===== src/hdl/cwa_pkg.sv =====
// shared types, constants and codes for the weighted chi-squared accumulator
// no dependencies; every other file but cwa_if imports this package
package cwa_pkg;

   // frame size limit and counter saturation
   localparam int MAX_FRAME_PIXELS = 4194304;
   localparam int COUNT_W = 23;
   localparam int CHI_W = 63;
   localparam logic [COUNT_W-1:0] COUNT_CAP =
      (MAX_FRAME_PIXELS < (2**COUNT_W - 1)) ? COUNT_W'(MAX_FRAME_PIXELS)
                                            : {COUNT_W{1'b1}};
   localparam logic [CHI_W-1:0] CHI_MAX = {CHI_W{1'b1}};
   localparam logic [31:0] WEIGHT_MAX = 32'hFFFF_FFFF;

   // request queue between front and back
   localparam int QUEUE_DEPTH = 2;
   localparam int QPTR_W = $clog2(QUEUE_DEPTH);

   // shared restoring divider
   localparam int DIV_NUM_W = 65;
   localparam int DIV_DEN_W = 48;
   localparam int DIV_CNT_W = $clog2(DIV_NUM_W);
   localparam logic [DIV_NUM_W-1:0] DIV_ONE = {1'b1, {(DIV_NUM_W-1){1'b0}}};

   // csr map
   localparam int ADDR_W = 3;
   localparam logic REG_GAIN = 1'b0;
   localparam logic REG_SAT  = 1'b1;

   // request class decided at the front
   typedef enum logic [1:0] {
      CLS_SAT,
      CLS_GAIN,
      CLS_PLAIN
   } cwa_class_type;

   typedef struct packed {
      cwa_class_type cls;
      logic [30:0]   pix;
      logic [31:0]   bvar;
      logic [31:0]   resid;
      logic          last;
   } cwa_entry_type;

   typedef struct packed {
      logic                 start;
      logic [DIV_NUM_W-1:0] num;
      logic [DIV_DEN_W-1:0] den;
   } cwa_div_req_type;

   typedef struct packed {
      logic                 done;
      logic [DIV_NUM_W-1:0] quo;
   } cwa_div_rsp_type;

   typedef enum logic [3:0] {
      ST_IDLE,
      ST_DIV_GAIN,
      ST_CHECK_D,
      ST_DIV_INV,
      ST_SQRT,
      ST_MUL_P,
      ST_MUL_LL,
      ST_MUL_HL,
      ST_MUL_HH,
      ST_ACCUM
   } cwa_state_type;

endpackage


===== src/hdl/cwa_queue.sv =====
// short request queue between front and back
// depends on cwa_pkg
module cwa_queue (
   input  logic                   clock,
   input  logic                   reset,
   input  logic                   push,
   input  cwa_pkg::cwa_entry_type push_entry,
   input  logic                   pop,
   output cwa_pkg::cwa_entry_type head,
   output logic                   full,
   output logic                   empty
);
   import cwa_pkg::*;

   cwa_entry_type           mem_ff [QUEUE_DEPTH];
   logic [QPTR_W-1:0]       wr_ptr_ff, wr_ptr_in;
   logic [QPTR_W-1:0]       rd_ptr_ff, rd_ptr_in;
   logic [QPTR_W:0]         count_ff, count_in;
   logic                    do_push, do_pop;

   assign full    = (count_ff == (QPTR_W+1)'(QUEUE_DEPTH));
   assign empty   = (count_ff == '0);
   assign do_push = push && !full;
   assign do_pop  = pop && !empty;
   assign head    = mem_ff[rd_ptr_ff];

   // pointer and fill updates
   always_comb begin
      wr_ptr_in = wr_ptr_ff;
      rd_ptr_in = rd_ptr_ff;
      count_in  = count_ff;
      if (do_push) begin
         wr_ptr_in = (wr_ptr_ff == QPTR_W'(QUEUE_DEPTH-1)) ? '0 : wr_ptr_ff + 1'b1;
      end
      if (do_pop) begin
         rd_ptr_in = (rd_ptr_ff == QPTR_W'(QUEUE_DEPTH-1)) ? '0 : rd_ptr_ff + 1'b1;
      end
      if (do_push && !do_pop) begin
         count_in = count_ff + 1'b1;
      end else if (do_pop && !do_push) begin
         count_in = count_ff - 1'b1;
      end
   end

   always_ff @(posedge clock) begin
      if (reset) begin
         wr_ptr_ff <= '0;
         rd_ptr_ff <= '0;
         count_ff  <= '0;
      end else begin
         wr_ptr_ff <= wr_ptr_in;
         rd_ptr_ff <= rd_ptr_in;
         count_ff  <= count_in;
      end
   end

   // storage
   always_ff @(posedge clock) begin
      if (do_push) begin
         mem_ff[wr_ptr_ff] <= push_entry;
      end
   end

endmodule


===== config.mk =====
export PLATFORM = sky130hd
export DESIGN_NAME = cwa_queue
export DESIGN_NICKNAME = d
export VERILOG_FILES = /design/src/hdl/cwa_pkg.sv /design/src/hdl/cwa_queue.sv
export SDC_FILE = /design/constraint.sdc
export NUM_CORES = 1
export LEC_CHECK = 0
export ABC_CLOCK_PERIOD_IN_PS = 3900
export BUFFER_PORTS_ARGS = -buffer_cell sky130_fd_sc_hd__buf_2
export CAP_MARGIN = 25
export CORE_MARGIN = 2
export CORE_UTILIZATION = 46
export DETAILED_ROUTE_END_ITERATION = 7
export GPL_ROUTABILITY_DRIVEN = 0
export PLACE_DENSITY_LB_ADDON = 0.3
export SLEW_MARGIN = 20
export SYNTH_ARGS = -nofsm -noshare
export SYNTH_HDL_FRONTEND = slang
export SYNTH_SLANG_ARGS = --single-unit

===== constraint.sdc =====
create_clock -name clock -period 3.9 [get_ports clock]
set_clock_uncertainty 0.1 [all_clocks]
set_input_delay 0 -clock clock [delete_from_list [all_inputs] [get_ports clock]]
set_output_delay 0 -clock clock [all_outputs]
set_load 0.02 [all_outputs]

-- Yosys cells after proc, flatten, opt, wreduce, memory -nomap -nowiden
Memories as Yosys holds them, arrays and structs flattened. A register that Yosys moved wholly into a read port is not among the register bits.
Index checks and enable logic that the tools add are counted.
- multiplexer cells: 8
- equality and inequality tests: 1
- $add $sub $neg: 4
- reduce and logical (&&, ||, !) cells: 10
- operator list (kind ; number):
    $mux W1 ; 6
    $logic_and A1 B1 Y1 ; 4
    $logic_not A1 Y1 ; 4
    $mux W2 ; 2
    $add A1 B1 Y1 const B ; 2
    $add A2 B1 Y2 const B ; 1
    $eq A2 B2 Y1 const B ; 1
    $logic_not A2 Y1 ; 1
    $reduce_bool A2 Y1 ; 1
    $sub A2 B1 Y2 const B ; 1
- logic and storage cells: 27
- bits in writable memories: 196
- register bits: 4
- memories kept: 1
- memories (memory ; words ; width ; rd ports ; clocked after Yosys merged registers in ; write ports ; line ; source):
    mem_ff ; 2 ; 98 ; 1 ; 1 ; 1 ; cwa_queue.sv:15 ; cwa_entry_type mem_ff [QUEUE_DEPTH];

-- Depth between registers and ports, before layout
- depth after elaboration: 7
- mapped depth: 6
- gate-level depth less buffers: 6

-- Worst setup path after synthesis
Ideal clock, no wire load.
- path kind: reg-to-reg
- start: register count_ff[1]
- end: memory mem_ff[1][0] in the netlist's numbering (enable)
- slack: 0.394 ns
- data arrival time: 2.938 ns
- cell stages (with the launch flop): 4
- setup time: 0.468 ns
- path buffers: 0
- required time: 3.332 ns
- cells stage by stage: dfxtp_1 > nor2b_2 > nor2_1 > and2_1
- cells in the longest elaborated chain, start to end: 5
- ends and longest elaborated chain (element ; line ; source):
    start: declaration ; cwa_queue.sv:18 ; logic [QPTR_W:0] count_ff, count_in;
    start signal: assignment ; cwa_queue.sv:53 ; count_ff <= count_in;
    $eq A2 B2 Y1 ; cwa_queue.sv:21 ; assign full = (count_ff == (QPTR_W+1)'(QUEUE_DEPTH));
    net full ; cwa_queue.sv:10 ; output logic full,
    $logic_not A1 Y1 ; cwa_queue.sv:23 ; assign do_push = push && !full;
    $logic_and A1 B1 Y1 ; cwa_queue.sv:23 ;
    net do_push ; cwa_queue.sv:19 ; logic do_push, do_pop;
    $mux W1 ; cwa_queue.sv:59 ; if (do_push) begin
    $mux W1 (implied by the code) ; cwa_queue.sv:60 ; mem_ff[wr_ptr_ff] <= push_entry;
    end: declaration ; cwa_queue.sv:15 ;
The timed path passes the listed nets, and every way through them passes these cells.

==> results.md <==
- Outcome: completed
- Slowest stage delay, CP: 0.88 ns
- Finished Layout Cells: 876
- Clk sinks: 201
- Clock Tree Root: clkbuf_16
- Via-per-instance ratio: 4.795
- Placed Instances: 740
- Hold Path Class: in -> reg
- Longest Clk Path Bufs: 3
- FF/Latch Area: 0.005989 mm²
- FF+latch count, synth: 201
- Total Nets Final: 751
- CP Buf/Inv Count: 2
- Worst setup SP type: register
- Skew-Pair Late Insertion Delay: 0.48 ns
- Final period utilization: 0.6456
- Final period demand of the worst path: 2.518 ns
- Highest ir drop seen on vdd: 420.2 µV
- Row Count: 46
- Placeable Area: 0.01577 mm²
- Max-slew violation count: 0
- Global-route wire length before repair: 21740 µm
- Power density cells: 620.9 mW/mm²
- Top cell type's share of synthesized area: 0.7995
- Critical Path RT: 3.80 ns
- Total grt overflow: 0
- Initial DRT Pass Iterations: 5
- Post-CTS Setup Inserts: 0
- Register area share after synthesis: 0.8131
- Synthesized area: 0.007362 mm²
- Drt total wl: 14890 µm
- Die H: 130.5 µm
- Via count: 4200
- Num ports: 202
- Most frequent cells in the layout: buf_2 (201), edfxtp_1 (196), dlygate4sd3_1 (102), mux2_2 (78), clkbuf_16 (21)
- Filler cell count: 1123
- Initial drt markers: 264
- Lkg Pwr: 3.885 nW
- CTS Buf Count: 20
- Ant diodes: 0
- R2R Path Start: count_ff[0]
- Synth-to-Final Area Change: 38.80%
- Max Freq: 397.2 MHz
- Levels on crit path: 3
- Count of final hold-check violations: 0
- Syn Nets: 433
- RSZ-0062 raised after global routing: no
- Least-Margin Pin Slew: 0.8194 ns
- Worst path slowest cell: dfxtp_4
- CTS tree: yes
- Largest net degree at the start of global routing: 57
- Port bufs: 201
- Crit-path cells: buf_4 > mux2_2 > buf_2
- CP Capture Point: head[81]
- Crit end category: primary output
- H-tree depth: 1
- Layout cell share with drive strength beyond 1: 0.4985
- Slew margin rel.: 0.4537
- Hold Path Stages: 2
- Gate Count Post-Synth: 330
- Yosys warns: 0
- Vias in the first global route: 4418
- CTS clk-pin slew, worst paths: 0.06 ns
- R2R depth: 4
- Initial antenna violation count: 0
- Reg2reg setup slack: 1.61 ns
- Multi-input logic area: 0.001291 mm²
- Die area: 0.01703 mm²
- Die width: 130.5 µm
- R2R Path End: mem_ff[0][23]
- Post-synth cell types: 15
- Drt drc: 0
- Total GRT Usage: 0.1666
- Synth top area cells: edfxtp_1 (80%), mux2_2 (12%), mux2_4 (4.1%), dfxtp_1 (1.4%), buf_6 (0.61%)
- Maxcap violations: 0
- Final setup viols: 0
- DRT antenna net count: 0
- Commonest non-fill, non-tap cell in the layout: buf_2
- CP max FO: 56
- Setup TNS: 0 ns
- WS Path Type: reg -> out
- CP delay by family, top: flip-flops
- Worst EP arrival: 2.42 ns
- Largest area contributor in the netlist: edfxtp_1
- Mean post-synth cell area: 22.31 µm²
- Post-DP HPWL: 8543 µm
- Post-DR wirelength/cell: 16.99 µm
- Starting Density: 0.4668
==> synthesized netlist by cell type <==
library cell  number
mux2_4            20
and2_1             1
edfxtp_1         196
dfxtp_1            5
xor2_1             3
or3_1              2
o21ai_0            3
buf_2              7
ha_1               1
mux2_2            78
buf_6              4
nor2b_2            1
nor2_1             5
a21oi_1            2
inv_1              2
==> report_power, final <==
part / internal [mW] / leakage, nW / switching, mW
clock network: 0.981 / 0.279 / 0.736
logic: 0.770 / 1.73 / 0.988
registers: 2.72 / 1.87 / 0.154
==> worst register-to-register path, stage by stage (launching register included) <==
cell,delay (ns)
dfxtp_1,0.44
nor2b_2,0.09
or3_1,0.38
inv_4,0.49
buf_12,0.39
==> final cells by class <==
class,count,area share
well taps,216,0.02645
flip-flops and latches,201,0.5861
clock inverters,6,0.002326
inverters,2,0.0009795
repair buffers,307,0.2037
clock buffers,28,0.05400
multi-input cells,116,0.1264
==> layer usage <==
layer	GRT usage	wire, µm
met5	0	0
met4	0.04693	279
met3	0.04967	1274
met2	0.3045	7474
met1	0.1904	5858
==> worst min path at each step <==
stage	to	start
after floorplan	count_ff[1]	reset
after global placement	mem_ff[1][12]	push_entry[12]
after detailed placement	mem_ff[0][57]	push_entry[57]
after CTS	mem_ff[0][57]	push_entry[57]
after global routing	mem_ff[0][27]	push_entry[27]
final	mem_ff[1][27]	push_entry[27]
==> registers in the layout (all words and copies together), names as in the netlist, named ones only <==
| name | count |
|---|---|
| mem_ff | 196 |
| count_ff | 2 |
| wr_ptr_ff | 1 |
| rd_ptr_ff | 1 |
==> cell families after synthesis <==
logic type | synth area share
buf+inv | 0.01190
flops | 0.8131
fa+ha+maj | 0.001699
mux | 0.1601
simple gates | 0.006289
compound gates | 0.003399
xor+xnor | 0.003570
==> through the flow <==
stage          area, µm²  total power [mW]    util  setup WS, ns  hold slack, ns
3_5_place_dp        8622             4.602  0.5467         1.643         0.09106
4_1_cts            10220             6.398  0.6480         1.331          0.1241
6_report           10220             6.345  0.6480         1.382          0.1367
2_1_floorplan       7362             4.078       -        0.3940        -0.03093
5_1_grt            10220             6.626  0.6480         1.246          0.1217
3_3_place_gp        8622             4.556  0.5467         1.721         0.08830
==> what timing repair did <==
item	in CTS	in global routing
hold buffers	102	0
endpoints found under the hold margin	201	0
gates resized for setup	0	0
Power figures use the tool's default switching activity.
