===== config.mk =====
export PLATFORM = sky130hd
export DESIGN_NAME = cwa_front_flat
export DESIGN_NICKNAME = d
export VERILOG_FILES = /design/src/hdl/cwa_pkg.sv /design/src/hdl/cwa_if.sv /design/src/hdl/cwa_front.sv /design/src/flat_wrapper.sv
export SDC_FILE = /design/constraint.sdc
export NUM_CORES = 1
export LEC_CHECK = 0
export BUFFER_PORTS_ARGS = -buffer_cell sky130_fd_sc_hd__buf_2
export CAP_MARGIN = 15
export CORE_AREA = 2 2 100 102
export DETAILED_ROUTE_END_ITERATION = 12
export DIE_AREA = 0 0 102 104
export PLACE_DENSITY_LB_ADDON = 0.3
export SYNTH_ARGS = -nofsm -noshare
export SYNTH_HDL_FRONTEND = slang
export SYNTH_SLANG_ARGS = --single-unit

===== constraint.sdc =====
create_clock -name vclk -period 10.1
set_input_delay 3.03 -clock vclk [all_inputs]
set_output_delay 3.03 -clock vclk [all_outputs]
set_load 0.1 [all_outputs]

===== src/hdl/cwa_pkg.sv =====
// shared types, constants and codes for the weighted chi-squared accumulator
// no dependencies; every other file but cwa_if imports this package
package cwa_pkg;

   // frame size limit and counter saturation
   localparam int MAX_FRAME_PIXELS = 4194304;
   localparam int COUNT_W = 23;
   localparam int CHI_W = 63;
   localparam logic [COUNT_W-1:0] COUNT_CAP =
      (MAX_FRAME_PIXELS < (2**COUNT_W - 1)) ? COUNT_W'(MAX_FRAME_PIXELS)
                                            : {COUNT_W{1'b1}};
   localparam logic [CHI_W-1:0] CHI_MAX = {CHI_W{1'b1}};
   localparam logic [31:0] WEIGHT_MAX = 32'hFFFF_FFFF;

   // request queue between front and back
   localparam int QUEUE_DEPTH = 2;
   localparam int QPTR_W = $clog2(QUEUE_DEPTH);

   // shared restoring divider
   localparam int DIV_NUM_W = 65;
   localparam int DIV_DEN_W = 48;
   localparam int DIV_CNT_W = $clog2(DIV_NUM_W);
   localparam logic [DIV_NUM_W-1:0] DIV_ONE = {1'b1, {(DIV_NUM_W-1){1'b0}}};

   // csr map
   localparam int ADDR_W = 3;
   localparam logic REG_GAIN = 1'b0;
   localparam logic REG_SAT  = 1'b1;

   // request class decided at the front
   typedef enum logic [1:0] {
      CLS_SAT,
      CLS_GAIN,
      CLS_PLAIN
   } cwa_class_type;

   typedef struct packed {
      cwa_class_type cls;
      logic [30:0]   pix;
      logic [31:0]   bvar;
      logic [31:0]   resid;
      logic          last;
   } cwa_entry_type;

   typedef struct packed {
      logic                 start;
      logic [DIV_NUM_W-1:0] num;
      logic [DIV_DEN_W-1:0] den;
   } cwa_div_req_type;

   typedef struct packed {
      logic                 done;
      logic [DIV_NUM_W-1:0] quo;
   } cwa_div_rsp_type;

   typedef enum logic [3:0] {
      ST_IDLE,
      ST_DIV_GAIN,
      ST_CHECK_D,
      ST_DIV_INV,
      ST_SQRT,
      ST_MUL_P,
      ST_MUL_LL,
      ST_MUL_HL,
      ST_MUL_HH,
      ST_ACCUM
   } cwa_state_type;

endpackage


===== src/hdl/cwa_if.sv =====
// request and result channel interfaces
// no dependencies
interface cwa_req_if;
   logic        valid;
   logic        ready;
   logic [31:0] pixel_value;
   logic [31:0] model_value;
   logic [31:0] background_variance;
   logic        frame_end;
   modport source (output valid, pixel_value, model_value, background_variance, frame_end,
                   input ready);
   modport sink (input valid, pixel_value, model_value, background_variance, frame_end,
                 output ready);
endinterface



===== src/hdl/cwa_front.sv =====
// front end: accepts requests, classifies the weight path, forms |residual|
// depends on cwa_pkg and cwa_req_if
module cwa_front (
   cwa_req_if.sink          req_chan,
   input  logic [31:0]      gain,
   input  logic [30:0]      sat_level,
   input  logic             q_full,
   output logic             push,
   output cwa_pkg::cwa_entry_type entry
);
   import cwa_pkg::*;

   logic        sat_hit;
   logic [32:0] diff;
   logic [32:0] mag;

   // handshake into the queue
   assign req_chan.ready = !q_full;
   assign push = req_chan.valid && !q_full;

   // saturation check and weight path
   assign sat_hit = (sat_level != 31'd0) &&
                    ($signed(req_chan.pixel_value) > $signed({1'b0, sat_level}));

   // exact residual magnitude
   assign diff = {req_chan.pixel_value[31], req_chan.pixel_value} -
                 {req_chan.model_value[31], req_chan.model_value};
   assign mag = diff[32] ? (~diff + 33'd1) : diff;

   always_comb begin
      priority if (sat_hit) begin
         entry.cls = CLS_SAT;
      end else if ((gain != 32'd0) && ($signed(req_chan.pixel_value) > 32'sd0)) begin
         entry.cls = CLS_GAIN;
      end else begin
         entry.cls = CLS_PLAIN;
      end
      entry.pix   = req_chan.pixel_value[30:0];
      entry.bvar  = req_chan.background_variance;
      entry.resid = mag[31:0];
      entry.last  = req_chan.frame_end;
   end

endmodule


===== src/flat_wrapper.sv =====
// flat-port wrapper written by rule: the top's interface ports become plain ports
module cwa_front_flat import cwa_pkg::*;
  (gain, sat_level, q_full, push, entry, req_chan_valid, req_chan_pixel_value, req_chan_model_value, req_chan_background_variance, req_chan_frame_end, req_chan_ready);
  cwa_req_if req_chan_i ();
  input  logic [31:0] gain;
  input  logic [30:0] sat_level;
  input  logic q_full;
  output logic push;
  output cwa_pkg::cwa_entry_type entry;
  input wire logic [$bits(req_chan_i.valid)-1:0] req_chan_valid;
  input wire logic [$bits(req_chan_i.pixel_value)-1:0] req_chan_pixel_value;
  input wire logic [$bits(req_chan_i.model_value)-1:0] req_chan_model_value;
  input wire logic [$bits(req_chan_i.background_variance)-1:0] req_chan_background_variance;
  input wire logic [$bits(req_chan_i.frame_end)-1:0] req_chan_frame_end;
  output wire logic [$bits(req_chan_i.ready)-1:0] req_chan_ready;
  assign req_chan_i.valid = req_chan_valid;
  assign req_chan_i.pixel_value = req_chan_pixel_value;
  assign req_chan_i.model_value = req_chan_model_value;
  assign req_chan_i.background_variance = req_chan_background_variance;
  assign req_chan_i.frame_end = req_chan_frame_end;
  assign req_chan_ready = req_chan_i.ready;
  cwa_front u_core (.req_chan(req_chan_i), .gain(gain), .sat_level(sat_level), .q_full(q_full), .push(push), .entry(entry));
endmodule

* Word-level counts from Yosys, hierarchy flattened
Index checks and enable logic that the tools add are counted.
** Cells by class
- Add/sub/neg operators :: 2
- Reductions and logical operators :: 6
- Bitwise logic cells :: 1
- Shifts and indexed selects :: 0
- Eq/ne operators :: 0
- Div/mod/pow operators :: 0
- Mux-type cells :: 3
- Magnitude comparators :: 2
- Multipliers :: 0
** Operators by type and width (count)
- $sub 32x32->33 :: 1
- $add 32x1->32 const B :: 1
- $gt 32x1->1 const B :: 1
- $gt 32x32->1 :: 1
- $mux 32 :: 1
- $not 32->32 :: 1
- $reduce_bool 32->1 :: 1
- $reduce_bool 31->1 :: 1
- $mux 2 :: 2
- $logic_and 1x1->1 :: 3
- $logic_not 1->1 :: 1
** Word-level totals
- Memories :: 0
- Input bits :: 162
- Register bits :: 0
- Latch bits :: 0
- RAM bits :: 0
- Word-level logic and storage cells :: 14
- Output and inout bits :: 100
- Bits in read-only memories :: 0

* Depth between registers and ports, before layout
Gate-level depths: netlist (run 1).
- Depth in word-level cells :: 4
- Depth in mapped cells :: 15
- Depth with buffers taken out :: 14

* Least setup slack after synthesis (run 1)
Ideal clock, no wire load.
- Path kind :: input to output
- Start point :: input req_chan_pixel_value[0]
- End point :: output entry[23] (netlist name)
- Arrival time :: 7.392 ns
- Required time :: 7.070 ns
- Setup slack :: -0.322 ns
- Buffers on the path :: 1
- Stages :: 15
- Cell sequence :: inv_1 ha_1 inv_1 fa_1 a211oi_2 o21a_1 a21boi_1 o31ai_2 a21oi_1 o21a_1 or2_2 o21ai_1 buf_2 o31ai_1 xnor2_1
** RTL lines
- start, declared :: RTL line flat_wrapper.sv:11 : input wire logic [$bits(req_chan_i.pixel_value)-1:0] req_chan_pixel_value;
- end, declared :: RTL line flat_wrapper.sv:9 : output cwa_pkg::cwa_entry_type entry;

==> run summary, run 1 <==
Residual DRC: 0
largest net degree at the start of global routing: 19
synth warn: 0
layout cells sized above 1: 30.7%
Int Power: 246 µW
Worst setup EP type: primary output
crit path kind: in -> out
Sw Ratio: 70.3%
First DRT Iteration DRCs: 262
final setup fails: 0
Post-Syn Area: 4410 µm²
first-pass GRT wire length: 24,400 µm
required time worst endpoint: 7.07 ns
core area: 9550 µm²
compound-cell area share of the yosys netlist: 27.9%
origin of the worst setup path: req_chan_pixel_value[0]
part of the power in the clock network: 0%
DP HPWL: 13,700 µm
via count: 5,279
status: finished clean
max cap viols: 0
Max Clock Freq: 0.101 GHz
crit start category: primary input
Max-slew headroom: 46.7%
num rows: 36
Logic pwr share: 100.0%
Fin. Hold Viols: 0
Synth-to-Final Area Change: 24.5%
synthesized netlist cell count: 651
Pwr Density: 151 nW/µm²
Vias/cell: 5.81
DRT Wirelength: 15,600 µm
most frequent cells in the layout: 174 x buf_2, 72 x inv_1, 64 x ha_1
crit path time final: 9.90 ns
Post-CTS Setup Bufs: 0
FFs & Latches: 0
antenna violations before repair: 0
gr ovfl total: 0
syn nets: 878
Seq pwr share: 0%
sequential fraction of the synthesis area: 0%
area of the die: 10,600 µm²
adder-cell share of the synthesized area: 18.6%
crit-path cells: buf_2 -> inv_1 -> ha_1 -> inv_1 -> fa_1 -> a211oi_2 -> o21a_1 -> a21boi_1 -> or3_1 -> a222oi_1 -> and4_1 -> nand4bb_2 -> nor4_1 -> nor2_1 -> xor2_2 -> buf_2
gpl congestion: 0.947
setup ws final: 0.204 ns
largest family of logic cells by synthesized area: compound AO/OA/AOI/OAI gates
Final #Nets: 1,004
final slew viol count: 0
number of clock buffers in the layout: 0
Routed Antenna Nets: 0
DR WL/cell: 17.2 µm
Ports: 262
# port buffers: 196
Ant. Diodes: 0
First-pass DRT Iterations: 4
RSZ-0062 raised after global routing: false
mux contribution to synthesized area: 0.681%
max incr delay on CP: 0.43 ns
worst min-delay path class: in -> out
synth unique cells: 66
Hold Crit Start: req_chan_frame_end
Critical Path Fanout Max: 5
Total Routing Usage GR: 28.0%
Slowest-stage cell, CP: fa_1
Place WS: 0.213 ns
Syn Area/Cell: 6.77 µm²
Slew @ Worst Pin: 0.791 ns
Seq. cell area: 0 µm²
Synth Area in XOR/XNOR: 8.35%
Starting Density: 46.1%
Arr. time, crit path: 6.87 ns
Synth Area in Simple Gates: 26.3%
sw power: 584 µW
Setup TNS: 0 ns
die height: 104 µm
leakage: 2.81 nW
Peak supply drop: 0.131 mV
most common library cell in the layout ignoring fill and taps: buf_2
chip width: 102 µm
vias in the first global route: 5,008
final period utilization: 98.0%
-- path summary, 6_finish.rpt --
path | to | cells after the start | slack (ns)
min | entry[0] | 0 | 6.06
max | entry[24] | 16 | 0.20
-- Yosys cell counts, types with 3 or more instances --
| cell | count | area share (%) |
|---|---|---|
| inv_1 | 72 | 6.1 |
| nand3b_1 | 4 | 0.68 |
| o211ai_1 | 5 | 0.85 |
| nor2b_1 | 6 | 0.85 |
| and2_1 | 9 | 1.3 |
| a211o_1 | 4 | 0.79 |
| buf_2 | 5 | 0.57 |
| o2111ai_1 | 4 | 0.79 |
| nand2_1 | 49 | 4.2 |
| o21ai_0 | 36 | 4.1 |
| o21ba_2 | 3 | 0.68 |
| clkbuf_1 | 3 | 0.26 |
| nand4_1 | 20 | 2.8 |
| nor4_1 | 29 | 4.1 |
| o22ai_1 | 4 | 0.57 |
| nor2_1 | 38 | 3.2 |
| o21a_1 | 17 | 2.9 |
| a21oi_1 | 45 | 5.1 |
| nand3_1 | 6 | 0.68 |
| or3_1 | 10 | 1.4 |
| nor3_1 | 16 | 1.8 |
| a211oi_1 | 3 | 0.51 |
| buf_4 | 64 | 11 |
| a31oi_1 | 4 | 0.57 |
| nor3b_1 | 3 | 0.51 |
| mux2i_1 | 3 | 0.68 |
| ha_1 | 64 | 18 |
| a21o_1 | 20 | 3.4 |
| xor2_1 | 13 | 2.6 |
| nand2b_1 | 3 | 0.43 |
| xnor2_1 | 29 | 5.8 |
| o21bai_1 | 6 | 1.0 |
| o31ai_1 | 6 | 1.0 |
| and3_1 | 3 | 0.43 |
| or4_1 | 6 | 1.0 |
-- cell type report --
cell class                      count  area (µm²)
Fill cell                         967        4060
Timing Repair Buffer              197        1270
Tap cell                          133         166
Multi-Input combinational cell    506        3780
Inverter                           72         270
-- worst max-delay path, delay by kind of cell --
| kind | cells | cell delay (ns) |
|---|---|---|
| compound gates | 4 | 1.04 |
| simple gates | 5 | 1.35 |
| fa+ha+maj | 2 | 0.60 |
| xor+xnor | 1 | 0.13 |
| buf+inv | 4 | 0.70 |
-- metrics by stage --
stage / hold slack (ns) / instances / power (mW) / area (µm²) / utilization [%]
floorplan: 6.27 / 651 / 0.674 / 4560 / -
global placement: 6.06 / 908 / 0.819 / 5460 / 57.2
detailed placement: 6.06 / 908 / 0.824 / 5460 / 57.2
CTS: 6.06 / 908 / 0.826 / 5460 / 57.2
global route: 6.06 / 908 / 0.869 / 5490 / 57.4
finish: 6.06 / 908 / 0.830 / 5490 / 57.4
-- power by group through the flow --
stage	logic (mW)	registers, mW	clock network (mW)
2_1_floorplan	0.674	0	0
3_3_place_gp	0.819	0	0
3_5_place_dp	0.824	0	0
4_1_cts	0.826	0	0
5_1_grt	0.869	0	0
6_report	0.830	0	0
-- repair_timing --
item | CTS | global route
resized for setup | 0 | 6
endpoints found under the setup margin | 0 | 11
hold buffers | 0 | 0
endpoints found under the hold margin | 0 | 0
-- cell families after synthesis --
kind of cell	count (synthesis)
compound gates	183
xor+xnor	42
fa+ha+maj	65
buf+inv	145
mux	3
simple gates	213
-- metal layers --
layer / GRT usage (%) / share of wire, % / vias to the layer above
met5: 0 / 0 / -
met4: 6.57 / 2.1 / 0
met3: 1.81 / 5.7 / 29
met2: 48.4 / 49 / 204
met1: 37.5 / 43 / 2486
li1: - / - / 2560
Note: power is estimated with default switching activity, not from simulation.
==> inputs of run 2 (changes only) <==
--- a/config.mk
+++ b/config.mk
@@ -5,11 +5,11 @@
 export SDC_FILE = /design/constraint.sdc
 export NUM_CORES = 1
 export LEC_CHECK = 0
+export ABC_AREA = 1
 export BUFFER_PORTS_ARGS = -buffer_cell sky130_fd_sc_hd__buf_2
 export CAP_MARGIN = 15
-export CORE_AREA = 2 2 100 102
+export CORE_UTILIZATION = 49
 export DETAILED_ROUTE_END_ITERATION = 12
-export DIE_AREA = 0 0 102 104
 export PLACE_DENSITY_LB_ADDON = 0.3
 export SYNTH_ARGS = -nofsm -noshare
 export SYNTH_HDL_FRONTEND = slang
==> run summary, run 2 <==
Critical Path Fanout Max: 18
Seq pwr share: 0%
met2 wire len: 7310 µm
die height: 104 µm
final setup fails: 0
Pwr Density: 130 nW/µm²
syn nets: 1,226
top post-synthesis cells by count: 338 x nand2_1, 232 x inv_1, 76 x nor2_1
final core utilization: 56.7%
crit path kind: in -> out
Setup TNS: 0 ns
metal1 wirelength: 6710 µm
most common library cell in the layout ignoring fill and taps: nand2_1
Place WS: 0.949 ns
Starting Density: 50.3%
Post-Layout Inst Area: 5800 µm²
crit start category: primary input
final period utilization: 90.7%
Max-slew headroom: 60.8%
vias in the first global route: 5,552
met3 routed wirelength: 794 µm
Total Routing Usage GR: 27.4%
origin of the worst setup path: req_chan_pixel_value[0]
# port buffers: 196
sw power: 599 µW
worst min-delay path class: in -> out
core area: 10,200 µm²
Post-Syn Area: 5150 µm²
crit path time final: 9.16 ns
most frequent cells in the layout: 338 x nand2_1, 232 x inv_1, 196 x buf_2
Ports: 262
Max Clock Freq: 0.109 GHz
Sw Ratio: 79.6%
required time worst endpoint: 7.07 ns
First DRT Iteration DRCs: 239
Routed Antenna Nets: 0
Vias/cell: 4.77
DR WL/cell: 12.0 µm
Int Power: 153 µW
Worst setup EP type: primary output
first-pass GRT wire length: 24,900 µm
via count: 6,033
DRT Wirelength: 15,200 µm
Synth-to-Final Area Change: 12.7%
leakage: 3.91 nW
Seq. cell area: 0 µm²
Final Power: 752 µW
Residual DRC: 0
antenna violations before repair: 1
FFs & Latches: 0
synthesized netlist cell count: 999
final slew viol count: 0
Logic pwr share: 100.0%
synth warn: 0
Final Non-Filler Cells: 1,265
largest cells by area after synthesis: nand2_1 25%, inv_1 17%, ha_1 16%
placed cells: 1,264
Final #Nets: 1,357
Yosys top cell by area: nand2_1
Peak supply drop: 0.159 mV
Post-CTS Setup Bufs: 0
Hold Crit Start: req_chan_background_variance[3]
post_cts resized: 0
sequential fraction of the synthesis area: 0%
Fin. Hold Viols: 0
hold slack: 6.06 ns
layout cells sized above 1: 20.3%
status: finished clean
number of clock buffers in the layout: 0
gpl congestion: 0.956
RSZ-0062 raised after global routing: false
Syn Area/Cell: 5.15 µm²
hold path depth: 0
max cap viols: 0
hold buffers post-CTS: 0
num rows: 37
First-pass DRT Iterations: 7
chip width: 104 µm
DP HPWL: 13,700 µm
part of the power in the clock network: 0%
Top Metal Used: met4
placed inst area: 5800 µm²
setup ws final: 0.939 ns
Arr. time, crit path: 6.13 ns
synth unique cells: 36
Slew @ Worst Pin: 0.583 ns
top-count cell post-synth: nand2_1
gr ovfl total: 0
largest net degree at the start of global routing: 19
Synth top area share: 24.7%
area of the die: 10,900 µm²
## run 2: cell types whose count changed after synthesis, moves of 11 or more
| cell | change |
|---|---|
| nor3_1 | -11 |
| a21o_1 | -19 |
| nand3_1 | +46 |
| o21ai_0 | -32 |
| o21a_1 | -16 |
| nand2_1 | +289 |
| xnor2_1 | -21 |
| a21oi_1 | -16 |
| nor2_1 | +38 |
| inv_1 | +160 |
## run 2: logic make-up after synthesis
family	Yosys count	share of synthesized area, %
AO/OA/AOI/OAI	43	4.62
AND/OR/NAND/NOR	547	45.8
XOR/XNOR	31	5.93
buffers and inverters	313	27.7
adder cells (fa/ha/maj)	65	15.9
## run 2: final cells by class
class | count | area, µm²
repair buffers | 197 | 988
multi-input cells | 686 | 3720
fillers | 1160 | 4430
inverters | 245 | 920
diodes | 1 | 2.50
well taps | 136 | 170
## run 2: worst paths after layout
path | endpoint | slack [ns]
min | entry[36] | 6.06
max | entry[19] | 0.94
## run 2: worst max-delay path: stages
cell and delay, ns:
buf_2 0.11, inv_1 0.08, ha_1 0.14, inv_1 0.07
fa_1 0.45, nand3_1 0.11, nand3_1 0.16, nand3_1 0.13
nand3b_2 0.15, nand2_1 0.11, nand2_1 0.07, nand2_1 0.08
nand4_1 0.07, nand2_1 0.35, buf_4 0.30, o21ai_1 0.10
xor2_1 0.15, inv_1 0.05, buf_2 0.41
## run 2: routing by layer
metal | global-route usage [%] | vias to the layer above
met3 | 2.69 | 32
met1 | 33.6 | 2604
met4 | 6.84 | 0
met2 | 50.7 | 160
met5 | 0 | -
li1 | - | 3237
## run 2: power groups by stage
stage	clock network, mW	logic, mW	registers, mW
finish	0.0000000132	0.752	0
global route	0.0000000132	0.805	0
CTS	0	0.752	0
detailed placement	0	0.751	0
global placement	0	0.745	0
floorplan	0	0.691	0
