--- config.mk ---
export PLATFORM = sky130hd
export DESIGN_NAME = cwa_back_flat
export DESIGN_NICKNAME = d
export VERILOG_FILES = /design/src/hdl/cwa_pkg.sv /design/src/hdl/cwa_if.sv /design/src/hdl/cwa_div.sv /design/src/hdl/cwa_back.sv /design/src/flat_wrapper.sv
export SDC_FILE = /design/constraint.sdc
export NUM_CORES = 2
export LEC_CHECK = 0
export BUFFER_PORTS_ARGS = -buffer_cell sky130_fd_sc_hd__buf_2
export CORE_MARGIN = 5
export CORE_UTILIZATION = 50
export DETAILED_ROUTE_END_ITERATION = 12
export PLACE_DENSITY = 0.76
export SYNTH_ARGS = -nofsm -noshare
export SYNTH_HDL_FRONTEND = slang
export SYNTH_SLANG_ARGS = --single-unit
export TNS_END_PERCENT = 100
--- constraint.sdc ---
create_clock -name clock -period 16.1 [get_ports clock]
set_input_delay 3.22 -clock clock [delete_from_list [all_inputs] [get_ports clock]]
set_output_delay 3.22 -clock clock [all_outputs]
set_load 0.02 [all_outputs]
--- src/hdl/cwa_pkg.sv ---
// shared types, constants and codes for the weighted chi-squared accumulator
// no dependencies; every other file but cwa_if imports this package
package cwa_pkg;

   // frame size limit and counter saturation
   localparam int MAX_FRAME_PIXELS = 4194304;
   localparam int COUNT_W = 23;
   localparam int CHI_W = 63;
   localparam logic [COUNT_W-1:0] COUNT_CAP =
      (MAX_FRAME_PIXELS < (2**COUNT_W - 1)) ? COUNT_W'(MAX_FRAME_PIXELS)
                                            : {COUNT_W{1'b1}};
   localparam logic [CHI_W-1:0] CHI_MAX = {CHI_W{1'b1}};
   localparam logic [31:0] WEIGHT_MAX = 32'hFFFF_FFFF;

   // request queue between front and back
   localparam int QUEUE_DEPTH = 2;
   localparam int QPTR_W = $clog2(QUEUE_DEPTH);

   // shared restoring divider
   localparam int DIV_NUM_W = 65;
   localparam int DIV_DEN_W = 48;
   localparam int DIV_CNT_W = $clog2(DIV_NUM_W);
   localparam logic [DIV_NUM_W-1:0] DIV_ONE = {1'b1, {(DIV_NUM_W-1){1'b0}}};

   // csr map
   localparam int ADDR_W = 3;
   localparam logic REG_GAIN = 1'b0;
   localparam logic REG_SAT  = 1'b1;

   // request class decided at the front
   typedef enum logic [1:0] {
      CLS_SAT,
      CLS_GAIN,
      CLS_PLAIN
   } cwa_class_type;

   typedef struct packed {
      cwa_class_type cls;
      logic [30:0]   pix;
      logic [31:0]   bvar;
      logic [31:0]   resid;
      logic          last;
   } cwa_entry_type;

   typedef struct packed {
      logic                 start;
      logic [DIV_NUM_W-1:0] num;
      logic [DIV_DEN_W-1:0] den;
   } cwa_div_req_type;

   typedef struct packed {
      logic                 done;
      logic [DIV_NUM_W-1:0] quo;
   } cwa_div_rsp_type;

   typedef enum logic [3:0] {
      ST_IDLE,
      ST_DIV_GAIN,
      ST_CHECK_D,
      ST_DIV_INV,
      ST_SQRT,
      ST_MUL_P,
      ST_MUL_LL,
      ST_MUL_HL,
      ST_MUL_HH,
      ST_ACCUM
   } cwa_state_type;

endpackage

--- src/hdl/cwa_if.sv ---


interface cwa_rsp_if;
   logic        valid;
   logic        ready;
   logic [31:0] pixel_weight;
   logic [62:0] chi_squared_sum;
   logic [22:0] good_pixel_count;
   logic        frame_done;
   modport source (output valid, pixel_weight, chi_squared_sum, good_pixel_count, frame_done,
                   input ready);
   modport sink (input valid, pixel_weight, chi_squared_sum, good_pixel_count, frame_done,
                 output ready);
endinterface

--- src/hdl/cwa_div.sv ---
// bit-serial restoring divider, one quotient bit per cycle
// depends on cwa_pkg
module cwa_div (
   input  logic                    clock,
   input  logic                    reset,
   input  cwa_pkg::cwa_div_req_type div_req,
   output cwa_pkg::cwa_div_rsp_type div_rsp
);
   import cwa_pkg::*;

   logic                 busy_ff;
   logic                 done_ff;
   logic [DIV_CNT_W-1:0] cnt_ff;
   logic [DIV_NUM_W-1:0] num_ff, num_in;
   logic [DIV_DEN_W-1:0] rem_ff, rem_in;
   logic [DIV_DEN_W-1:0] den_ff;
   logic [DIV_DEN_W:0]   shifted;
   logic [DIV_DEN_W:0]   diff;
   logic                 ge;
   logic                 last_step;

   // one restoring step
   assign shifted   = {rem_ff, num_ff[DIV_NUM_W-1]};
   assign ge        = shifted >= {1'b0, den_ff};
   assign diff      = shifted - {1'b0, den_ff};
   assign rem_in    = ge ? diff[DIV_DEN_W-1:0] : shifted[DIV_DEN_W-1:0];
   assign num_in    = {num_ff[DIV_NUM_W-2:0], ge};
   assign last_step = busy_ff && (cnt_ff == DIV_CNT_W'(DIV_NUM_W-1));

   assign div_rsp.done = done_ff;
   assign div_rsp.quo  = num_ff;

   // control
   always_ff @(posedge clock) begin
      if (reset) begin
         busy_ff <= 1'b0;
         done_ff <= 1'b0;
         cnt_ff  <= '0;
      end else begin
         done_ff <= last_step;
         if (div_req.start) begin
            busy_ff <= 1'b1;
            cnt_ff  <= '0;
         end else if (busy_ff) begin
            busy_ff <= !last_step;
            cnt_ff  <= cnt_ff + 1'b1;
         end
      end
   end

   // datapath
   always_ff @(posedge clock) begin
      if (div_req.start) begin
         num_ff <= div_req.num;
         den_ff <= div_req.den;
         rem_ff <= '0;
      end else if (busy_ff) begin
         num_ff <= num_in;
         rem_ff <= rem_in;
      end
   end

endmodule

--- src/hdl/cwa_back.sv ---
// back end: weight via divider and square root, squared term, running sums
// depends on cwa_pkg, cwa_rsp_if and cwa_div
module cwa_back (
   input  logic                   clock,
   input  logic                   reset,
   input  logic [31:0]            gain,
   input  cwa_pkg::cwa_entry_type head,
   input  logic                   q_empty,
   output logic                   pop,
   cwa_rsp_if.source              rsp_chan
);
   import cwa_pkg::*;

   cwa_state_type   state_ff, state_in;
   cwa_div_req_type div_req;
   cwa_div_rsp_type div_rsp;

   cwa_entry_type   entry_ff;
   logic [47:0]     d_ff;
   logic [63:0]     x_ff, x_in;
   logic [63:0]     res_ff, res_in;
   logic [63:0]     bit_ff;
   logic [63:0]     trial;
   logic            take;
   logic [31:0]     w_ff;
   logic [63:0]     p_ff;
   logic [127:0]    sq_ff;
   logic [31:0]     mul_a, mul_b;
   logic [63:0]     prod;
   logic [62:0]     term;
   logic [63:0]     sum;
   logic [62:0]     chi_new;
   logic [22:0]     cnt_new;
   logic            out_free;

   logic [62:0]     chi_ff;
   logic [22:0]     cnt_ff;
   logic            rsp_valid_ff;
   logic [31:0]     rsp_weight_ff;
   logic [62:0]     rsp_chi_ff;
   logic [22:0]     rsp_cnt_ff;
   logic            rsp_done_ff;

   cwa_div u_cwa_div (
      .clock   (clock),
      .reset   (reset),
      .div_req (div_req),
      .div_rsp (div_rsp)
   );

   // result register drives the channel
   assign rsp_chan.valid            = rsp_valid_ff;
   assign rsp_chan.pixel_weight     = rsp_weight_ff;
   assign rsp_chan.chi_squared_sum  = rsp_chi_ff;
   assign rsp_chan.good_pixel_count = rsp_cnt_ff;
   assign rsp_chan.frame_done       = rsp_done_ff;
   assign out_free = !rsp_valid_ff || rsp_chan.ready;

   // square root digit step
   assign trial  = res_ff + bit_ff;
   assign take   = x_ff >= trial;
   assign x_in   = take ? (x_ff - trial) : x_ff;
   assign res_in = take ? ((res_ff >> 1) + bit_ff) : (res_ff >> 1);

   // shared 32x32 multiplier
   assign prod = mul_a * mul_b;

   // term, saturating sum and count
   assign term    = (sq_ff[127:119] != 9'd0) ? CHI_MAX : sq_ff[118:56];
   assign sum     = {1'b0, chi_ff} + {1'b0, term};
   assign chi_new = sum[63] ? CHI_MAX : sum[62:0];
   assign cnt_new = ((w_ff != 32'd0) && (cnt_ff < COUNT_CAP)) ? cnt_ff + 1'b1 : cnt_ff;

   // next state
   always_comb begin
      state_in = state_ff;
      unique case (state_ff)
         ST_IDLE: begin
            if (!q_empty) begin
               unique case (head.cls)
                  CLS_GAIN: state_in = ST_DIV_GAIN;
                  CLS_SAT:  state_in = ST_MUL_P;
                  default:  state_in = ST_CHECK_D;
               endcase
            end
         end
         ST_DIV_GAIN: if (div_rsp.done) state_in = ST_CHECK_D;
         ST_CHECK_D:  state_in = (d_ff > 48'd1) ? ST_DIV_INV : ST_MUL_P;
         ST_DIV_INV:  if (div_rsp.done) state_in = ST_SQRT;
         ST_SQRT:     if (bit_ff[0]) state_in = ST_MUL_P;
         ST_MUL_P:    state_in = ST_MUL_LL;
         ST_MUL_LL:   state_in = ST_MUL_HL;
         ST_MUL_HL:   state_in = ST_MUL_HH;
         ST_MUL_HH:   state_in = ST_ACCUM;
         ST_ACCUM:    if (out_free) state_in = ST_IDLE;
         default:     state_in = ST_IDLE;
      endcase
   end

   // outputs: queue pop, divider start, multiplier operands
   always_comb begin
      pop           = 1'b0;
      div_req.start = 1'b0;
      div_req.num   = DIV_ONE;
      div_req.den   = d_ff;
      mul_a         = p_ff[31:0];
      mul_b         = p_ff[31:0];
      unique case (state_ff)
         ST_IDLE: begin
            pop           = !q_empty;
            div_req.start = !q_empty && (head.cls == CLS_GAIN);
            div_req.num   = {18'd0, head.pix, 16'd0};
            div_req.den   = {16'd0, gain};
         end
         ST_CHECK_D: div_req.start = d_ff > 48'd1;
         ST_MUL_P: begin
            mul_a = entry_ff.resid;
            mul_b = w_ff;
         end
         ST_MUL_HL: mul_a = p_ff[63:32];
         ST_MUL_HH: begin
            mul_a = p_ff[63:32];
            mul_b = p_ff[63:32];
         end
         default: ;
      endcase
   end

   // control state
   always_ff @(posedge clock) begin
      if (reset) begin
         state_ff     <= ST_IDLE;
         rsp_valid_ff <= 1'b0;
         chi_ff       <= '0;
         cnt_ff       <= '0;
      end else begin
         state_ff <= state_in;
         if ((state_ff == ST_ACCUM) && out_free) begin
            rsp_valid_ff <= 1'b1;
            chi_ff       <= entry_ff.last ? '0 : chi_new;
            cnt_ff       <= entry_ff.last ? '0 : cnt_new;
         end else if (rsp_chan.ready) begin
            rsp_valid_ff <= 1'b0;
         end
      end
   end

   // datapath
   always_ff @(posedge clock) begin
      unique case (state_ff)
         ST_IDLE: begin
            entry_ff <= head;
            d_ff     <= {16'd0, head.bvar};
            w_ff     <= 32'd0;
         end
         ST_DIV_GAIN: if (div_rsp.done) d_ff <= d_ff + div_rsp.quo[47:0];
         ST_CHECK_D:  w_ff <= WEIGHT_MAX;
         ST_DIV_INV: begin
            x_ff   <= div_rsp.quo[63:0];
            res_ff <= '0;
            bit_ff <= 64'd1 << 62;
         end
         ST_SQRT: begin
            x_ff   <= x_in;
            res_ff <= res_in;
            bit_ff <= bit_ff >> 2;
            w_ff   <= res_in[31:0];
         end
         ST_MUL_P:  p_ff  <= prod;
         ST_MUL_LL: sq_ff <= {64'd0, prod};
         ST_MUL_HL: sq_ff <= sq_ff + ({64'd0, prod} << 33);
         ST_MUL_HH: sq_ff <= sq_ff + {prod, 64'd0};
         ST_ACCUM: begin
            if (out_free) begin
               rsp_weight_ff <= w_ff;
               rsp_chi_ff    <= chi_new;
               rsp_cnt_ff    <= cnt_new;
               rsp_done_ff   <= entry_ff.last;
            end
         end
         default: ;
      endcase
   end

endmodule

--- src/flat_wrapper.sv ---
// flat-port wrapper written by rule: the top's interface ports become plain ports
module cwa_back_flat import cwa_pkg::*;
  (clock, reset, gain, head, q_empty, pop, rsp_chan_valid, rsp_chan_pixel_weight, rsp_chan_chi_squared_sum, rsp_chan_good_pixel_count, rsp_chan_frame_done, rsp_chan_ready);
  cwa_rsp_if rsp_chan_i ();
  input  logic clock;
  input  logic reset;
  input  logic [31:0] gain;
  input  cwa_pkg::cwa_entry_type head;
  input  logic q_empty;
  output logic pop;
  output wire logic [$bits(rsp_chan_i.valid)-1:0] rsp_chan_valid;
  output wire logic [$bits(rsp_chan_i.pixel_weight)-1:0] rsp_chan_pixel_weight;
  output wire logic [$bits(rsp_chan_i.chi_squared_sum)-1:0] rsp_chan_chi_squared_sum;
  output wire logic [$bits(rsp_chan_i.good_pixel_count)-1:0] rsp_chan_good_pixel_count;
  output wire logic [$bits(rsp_chan_i.frame_done)-1:0] rsp_chan_frame_done;
  input wire logic [$bits(rsp_chan_i.ready)-1:0] rsp_chan_ready;
  assign rsp_chan_valid = rsp_chan_i.valid;
  assign rsp_chan_pixel_weight = rsp_chan_i.pixel_weight;
  assign rsp_chan_chi_squared_sum = rsp_chan_i.chi_squared_sum;
  assign rsp_chan_good_pixel_count = rsp_chan_i.good_pixel_count;
  assign rsp_chan_frame_done = rsp_chan_i.frame_done;
  assign rsp_chan_i.ready = rsp_chan_ready;
  cwa_back u_core (.clock(clock), .reset(reset), .gain(gain), .head(head), .q_empty(q_empty), .pop(pop), .rsp_chan(rsp_chan_i));
endmodule
; After elaboration in Yosys (flattened, before gate mapping)
; Index checks and enable logic that the tools add are counted.
[totals]
output_inout_bits = 121
input_bits = 134
elab_cells = 114
register_bits = 877
[classes]
n_mux = 34
eq_ne = 17
mul = 1
order_cmp = 4
reduce_logical = 24
n_addsub = 10
[op_table]
columns = op, n
row1 = one-hot mux 128 bit (3 select lines), 1
row2 = one-hot mux 64 bit (2 select lines), 3
row3 = two-way mux 63 bit, 3
row4 = two-way mux 65 bit, 2
row5 = adder 128 bit, 1
row6 = adder 128 x 97 -> 128 bit, 1
row7 = two-way mux 64 bit, 2
row8 = one-hot mux 32 bit (2 select lines), 2
row9 = two-way mux 113 bit, 1
row10 = two-way mux 48 bit, 2
row11 = one-hot mux 32 bit (3 select lines), 1
row12 = one-hot mux 48 bit (2 select lines), 1
row13 = adder 63 x 63 -> 64 bit, 1
row14 = adder 63 x 64 -> 64 bit, 1
row15 = adder 64 bit, 1
row16 = >= comparator 64 bit, 1
row17 = multiplier 32 x 32 -> 64 bit, 1
row18 = subtractor 64 bit, 1
row19 = >= comparator 49 x 48 -> 1 bit, 1
row20 = adder 48 bit, 1
row21 = greater-than comparator 48 x 1 -> 1 bit (second input constant), 1
row22 = subtractor 48 bit, 1
row23 = two-way mux 23 bit, 2
row24 = one-hot mux 4 bit (10 select lines), 1
row25 = 28 further kinds, 57

; Depth between registers and ports, before layout
[depth]
word_depth = 6
mapped_depth = 51
mapped_depth_nobuf = 44

; Cells and area by module
; Synthesis repeated with hierarchy kept, for this count alone.
[unflattened]
hier_cells = 10029
area_unflattened_um2 = 90329.1
[modules_own_cells]
columns = mod, cells_each, instances, area_each_um2, seq_area_each_um2
row1 = cwa_back, 9031, 1, 80370.8, 18367.6
row2 = cwa_div, 998, 1, 9958.3, 4534.3

; Worst setup path before layout
; OpenSTA, ideal clock, no wires.
[synth_timing]
kind = flip-flop to flip-flop
startpoint = reg u_core.state_ff[0]
endpoint = reg u_core.sq_ff[117], data pin
slack_ns = 3.401
path_stages_with_launch = 46
t_required_ns = 15.827
period_less_slack_ns = 12.699
setup_ns = 0.273
n_path_buf = 6
arrival_time_ns = 12.426
cell_sequence = dfxtp_1 -> clkbuf_1 -> nand2b_1 -> nor2_1 -> clkbuf_1 -> clkbuf_1 -> clkbuf_1 -> a22o_1 -> a21oi_1 -> clkbuf_1 -> nor2_1 -> fa_1 -> fa_1 -> fa_1 -> inv_1 -> fa_1 -> inv_1 -> fa_1 -> [... 10 more ...] -> a311oi_1 -> a31o_2 -> o31ai_4 -> a41oi_2 -> xnor2_1 -> ha_1 -> a21o_1 -> a21o_1 -> a21o_1 -> a21oi_1 -> o21ai_0 -> or3b_2 -> o21ai_1 -> o21ai_2 -> buf_4 -> nand4_1 -> xor2_1 -> o32ai_1
[synth_between]
elab_chain_cells = 6
word_cells_on_any_way = 11
classes_between = add/sub: 2 / mul: 1 / eq/ne: 4 / mux: 3 / reduce/logical: 1
[synth_lines]
columns = item, line_no
row1 = "start, declared", cwa_back.sv:14  ; cwa_state_type state_ff, state_in;
row2 = "start signal, assigned", cwa_back.sv:137  ; state_ff <= state_in;
row3 = == test 4 x 3 -> 1 bit / == test 4 bit (equally long branches), cwa_back.sv:108  ; unique case (state_ff)
row4 = OR reduction 2 bit (no line), --
row5 = one-hot mux 32 bit (2 select lines), cwa_back.sv:108
row6 = multiplier 32 x 32 -> 64 bit *, cwa_back.sv:66  ; assign prod = mul_a * mul_b;
row7 = via u_core.prod[49], cwa_back.sv:29  ; logic [63:0] prod;
row8 = adder 128 bit / adder 128 x 97 -> 128 bit (equally long branches), "cwa_back.sv:172, cwa_back.sv:171"
row9 = one-hot mux 128 bit (3 select lines) *, cwa_back.sv:150  ; unique case (state_ff)
row10 = "end signal, assigned", cwa_back.sv:170  ; ST_MUL_LL: sq_ff <= {64'd0, prod};
row11 = "end signal, assigned", cwa_back.sv:171  ; ST_MUL_HL: sq_ff <= sq_ff + ({64'd0, prod} << 33);
row12 = "end signal, assigned", cwa_back.sv:172  ; ST_MUL_HH: sq_ff <= sq_ff + {prod, 64'd0};
row13 = "end, declared", cwa_back.sv:27  ; logic [127:0] sq_ff;
; The timed path passes the listed nets; every way through them passes the cells marked *.
; A chain may end at the register's enable or synchronous reset.

; Final worst setup path
[layout_timing]
startpoint = reg u_core.state_ff[3]
endpoint = reg u_core.sq_ff[115], data pin
; Same word-level chain as after synthesis.

==> results.md <==
Run status:
- The run finished with clean final reports.

Floorplanning:
- The die span in y is 435 um.
- The die covers 0.189 mm2.
- The initialized floorplan defines 155 standard-cell rows.
- The floorplan die width is 435 um.
- After floorplanning, the core was sized to cover 0.179 mm2.
- The initial utilization of the core area, before any placement, comes to 50.4%.
- The count of boundary I/O pins is 255.

Yosys:
- The count of state elements after synthesis is 812.
- After synthesis, the netlist uses 110 different library cells.
- The synthesized instance count is 10123.
- The post-synthesis sequential area ratio is 25.4%.
- Of the total synthesized cell area, the portion taken by XOR and XNOR cells is 5.21%.
- The cell accounting for the most synthesized area is sky130_fd_sc_hd__edfxtp_1.
- The most used standard cell by instance count after synthesis is sky130_fd_sc_hd__nand2_1.
- The arithmetic-cell share of the synthesized area counting full adders, half adders and majority gates is 29.7%.
- After synthesis, the largest family of logic cells by area is adder cells.
- Among all flip-flop cells after synthesis, the most frequent one is sky130_fd_sc_hd__edfxtp_1.
- The number of nets in the synthesized netlist is 11852.
- The async set or reset register ratio after synthesis is 0%.
- The proportion of netlist area held by the largest area contributor is 22.1%.
- Sorting the synthesized cells by area gives the leading types as sky130_fd_sc_hd__edfxtp_1 (22%), sky130_fd_sc_hd__fa_1 (20%), sky130_fd_sc_hd__ha_1 (9.6%), sky130_fd_sc_hd__nand2_1 (5.3%), sky130_fd_sc_hd__inv_1 (4.3%).
- The post-synthesis compound-gate area fraction is 16.1%.
- In this run the cell area of the synthesized design comes to 0.0901 mm2.
- The synthesized design contains 664 enable-type register cells.
- The simple logic cell fraction of the synthesized area is 16.5%.
- In the synthesized netlist, the cells that appear most often are sky130_fd_sc_hd__nand2_1 (1264), sky130_fd_sc_hd__inv_1 (1042), sky130_fd_sc_hd__nor2_1 (1006).
- Yosys printed 0 warnings.
- The share of cell area taken by muxes after synthesis is 0.539%.
- The average instance in the mapped netlist occupies 8.90 um2.

STA:
- The transition time at the pin with the least slew margin is 1410 ps.
- The worst pin sits at a relative slew slack of 5.50%.
- Of the available clock period, the critical path in the final layout requires 89.7%.
- The max-slew violation count was 0.
- In the final timing run, aggregate negative setup slack is 0 ps.
- Setup repair after global routing left no endpoint under its margin.
- For the finished layout, the period the worst path requires is 14450 ps.
- The maximum achievable frequency is 0.0692 GHz.
- Clock skew on the completed layout was measured at 71.8 ps.
- The number of hold violations in the final report was 0.
- The final setup violation count is 0.
- Hold timing on the final database bottoms out at a slack of 460 ps.

Worst setup path:
- The start of the worst register-to-register path is u_core.state_ff[3].
- The category of the most critical setup path is flop to flop.
- The worst-case reg-to-reg path depth is 41.
- The largest fanout on the critical path is 33.
- Data on the critical path is required at its endpoint by 16570 ps.
- On the critical path the largest part of the delay comes from adder cells.
- The data arrival at the endpoint of the critical path is 14910 ps.
- The worst register-to-register path ends at u_core.sq_ff[115].
- The slowest stage of the critical path belongs to the cell sky130_fd_sc_hd__a221o_1.
- The number of buffers and inverters on the critical path is 6.
- STA classifies the critical path endpoint as a flop.
- The peak per-stage delay on the critical path is 950 ps.
- The register-to-register setup slack is 1650 ps.
- The most frequent cell on the critical path is sky130_fd_sc_hd__fa_1.
- The kind of start point of the critical path is a flop.

Placed design:
- The detailed placer's ending HPWL is 247000 um.
- In this run the tool buffered the top-level ports with 254 buffer cells.
- The final RePlAce weighted congestion is 1.03.

Global route:
- Across every metal layer, demand over resource in global routing totals 33.1%.
- The largest net degree at the start of global routing is 130.
- The number of antenna violations at the first check in global routing is 23.
- The first global-routing pass estimated 475000 um of wire.
- The number of global-route vias before repair is 76956.
- Summed over all layers, the global routing overflow is 0.

Flow run:
- The max-capacitance violation count is 0.

Drt:
- The first routing iteration left 7803 violations.
- The number of search-and-repair iterations in the first detailed-routing pass is 6.
- In the routed layout, each cell is associated on average with a via count of 6.16.
- In the final routing, the length of wire on met1 measures 122000 um.
- Once detail routing completed, the nets flagged for antenna violations numbered 0.
- The detailed-routed wire length on met3 is 29100 um.
- Detailed routing inserted a total of 77460 vias.
- The routed design has 316000 um of wire.
- In this run the top signal layer used is met5.
- The routed design uses 140000 um of met2 wire.
- After detailed routing, the number of remaining DRC violations is 0.
- The post-detailed-route wirelength per cell is 25.1 um.

Clock network:
- The clock tree from TritonCTS is yes.
- The later pin in the worst-skew pair is clocked with a latency of 770 ps.
- The number of hold buffers added after cts is 0.
- The TritonCTS sink count is 812.
- The buffer type at the clock tree root is sky130_fd_sc_hd__clkbuf_16.
- Counting along the longest clock path gives a buffer depth of 3.
- The count of cells resized by post-cts repair is 0.
- The number of post-CTS setup repair buffers is 0.
- The clock-pin transition on the worst setup and hold timing paths is 70 ps.
- The number of buffers added by the clock tree synthesis step is 98.
- The H-tree was split into 3 levels.

Layout:
- After the last flow step, the layout net total stands at 11840.
- The fraction of final layout cells with drive strength greater than 1 is 7.77%.
- The area overhead of the layout relative to synthesis is 7.90%.
- The fraction of the core area covered by cells at the end of the flow is 54.4%.
- Fill cells in the final layout number 16025.

Worst hold path:
- The path category of the worst min-delay check is flop to flop.
- Counting instances, the worst hold path has a depth of 2.
- The capture endpoint of the worst hold path is u_core.chi_ff[28].
- The origin of the worst min-delay path is u_core.chi_ff[28].
registers in the layout, summed over array words and instances (netlist names), 32 cells and up:
signal / count
u_core.x_ff: 64
u_core.u_cwa_div.rem_ff: 48
u_core.w_ff: 32
u_core.u_cwa_div.den_ff: 48
u_core.rsp_chan.pixel_weight: 32
u_core.rsp_chan.chi_squared_sum: 63
u_core.d_ff: 48
u_core.sq_ff: 95
u_core.chi_ff: 63
u_core.entry_ff: 33
u_core.res_ff: 64
u_core.p_ff: 64
u_core.bit_ff: 32
u_core.u_cwa_div.num_ff: 65
cells in the final DEF (no fill, tap or decap), types with 138 or more instances in the layout:
master and count:
sky130_fd_sc_hd__inv_1 1040, sky130_fd_sc_hd__ha_1 693, sky130_fd_sc_hd__buf_2 254, sky130_fd_sc_hd__a21o_1 285, sky130_fd_sc_hd__nand4_1 155, sky130_fd_sc_hd__and2_1 138
sky130_fd_sc_hd__dfxtp_1 147, sky130_fd_sc_hd__xor2_1 239, sky130_fd_sc_hd__nand2_1 1257, sky130_fd_sc_hd__buf_4 152, sky130_fd_sc_hd__xnor2_1 295, sky130_fd_sc_hd__nand3_1 176
sky130_fd_sc_hd__edfxtp_1 664, sky130_fd_sc_hd__o21ai_0 551, sky130_fd_sc_hd__a21oi_1 576, sky130_fd_sc_hd__nor2_1 999, sky130_fd_sc_hd__fa_1 902
worst max path at each step:
stage	startpoint	end	cells past startpoint
after CTS	u_core.state_ff[3]	u_core.sq_ff[115]	41
after floorplan	u_core.state_ff[0]	u_core.sq_ff[117]	45
after detailed placement	u_core.state_ff[3]	u_core.sq_ff[115]	41
after global placement	u_core.state_ff[3]	u_core.sq_ff[101]	42
after global routing	u_core.state_ff[3]	u_core.sq_ff[123]	41
final	u_core.state_ff[3]	u_core.sq_ff[115]	41
stage by stage:
step / std cells / cell area, um2 / setup WS (ps)
global placement: 12366 / 93700 / 2370
floorplan: 10123 / 90100 / 3400
CTS: 12549 / 97200 / 2000
detailed placement: 12366 / 93700 / 2070
finish: 12566 / 97300 / 1650
global route: 12555 / 97200 / 1070
layer usage:
layer  vias up  global-route usage [%]
met5         -                       0
met4         6                    20.4
met3       986                    7.13
met2      3998                    51.4
met1     37941                    42.3
li1      34529                       -
final cells by class:
class	count	area [um2]	area share, %
clock inverter	71	896	0.921
tap	2355	2950	3.03
antenna	17	42.5	0.0437
timing repair buffer	408	2450	2.52
multi-input combinational	7747	61500	63.2
sequential	812	22900	23.5
inverter	1044	3930	4.04
clock buffer	112	2590	2.66
tightest hold or removal path, cell delays in order, from the launching register on:
cell and delay (ps):
sky130_fd_sc_hd__dfxtp_1 310, sky130_fd_sc_hd__nand2_1 50, sky130_fd_sc_hd__a21oi_1 50
kinds of logic (layout without fill, tap and decap cells):
kind of cell / after synthesis / after routing
AO/OA/AOI/OAI: 2257 / 2257
XOR/XNOR: 535 / 535
adder cells (fa/ha/maj): 1595 / 1595
buffers and inverters: 1564 / 1635
flip-flops: 812 / 812
multiplexers: 48 / 48
other: 0 / 17
AND/OR/NAND/NOR: 3312 / 3312
Power is left out: the tool's default activity adds up to more than one toggle a clock period on the data nets, which glitch-free logic cannot reach.
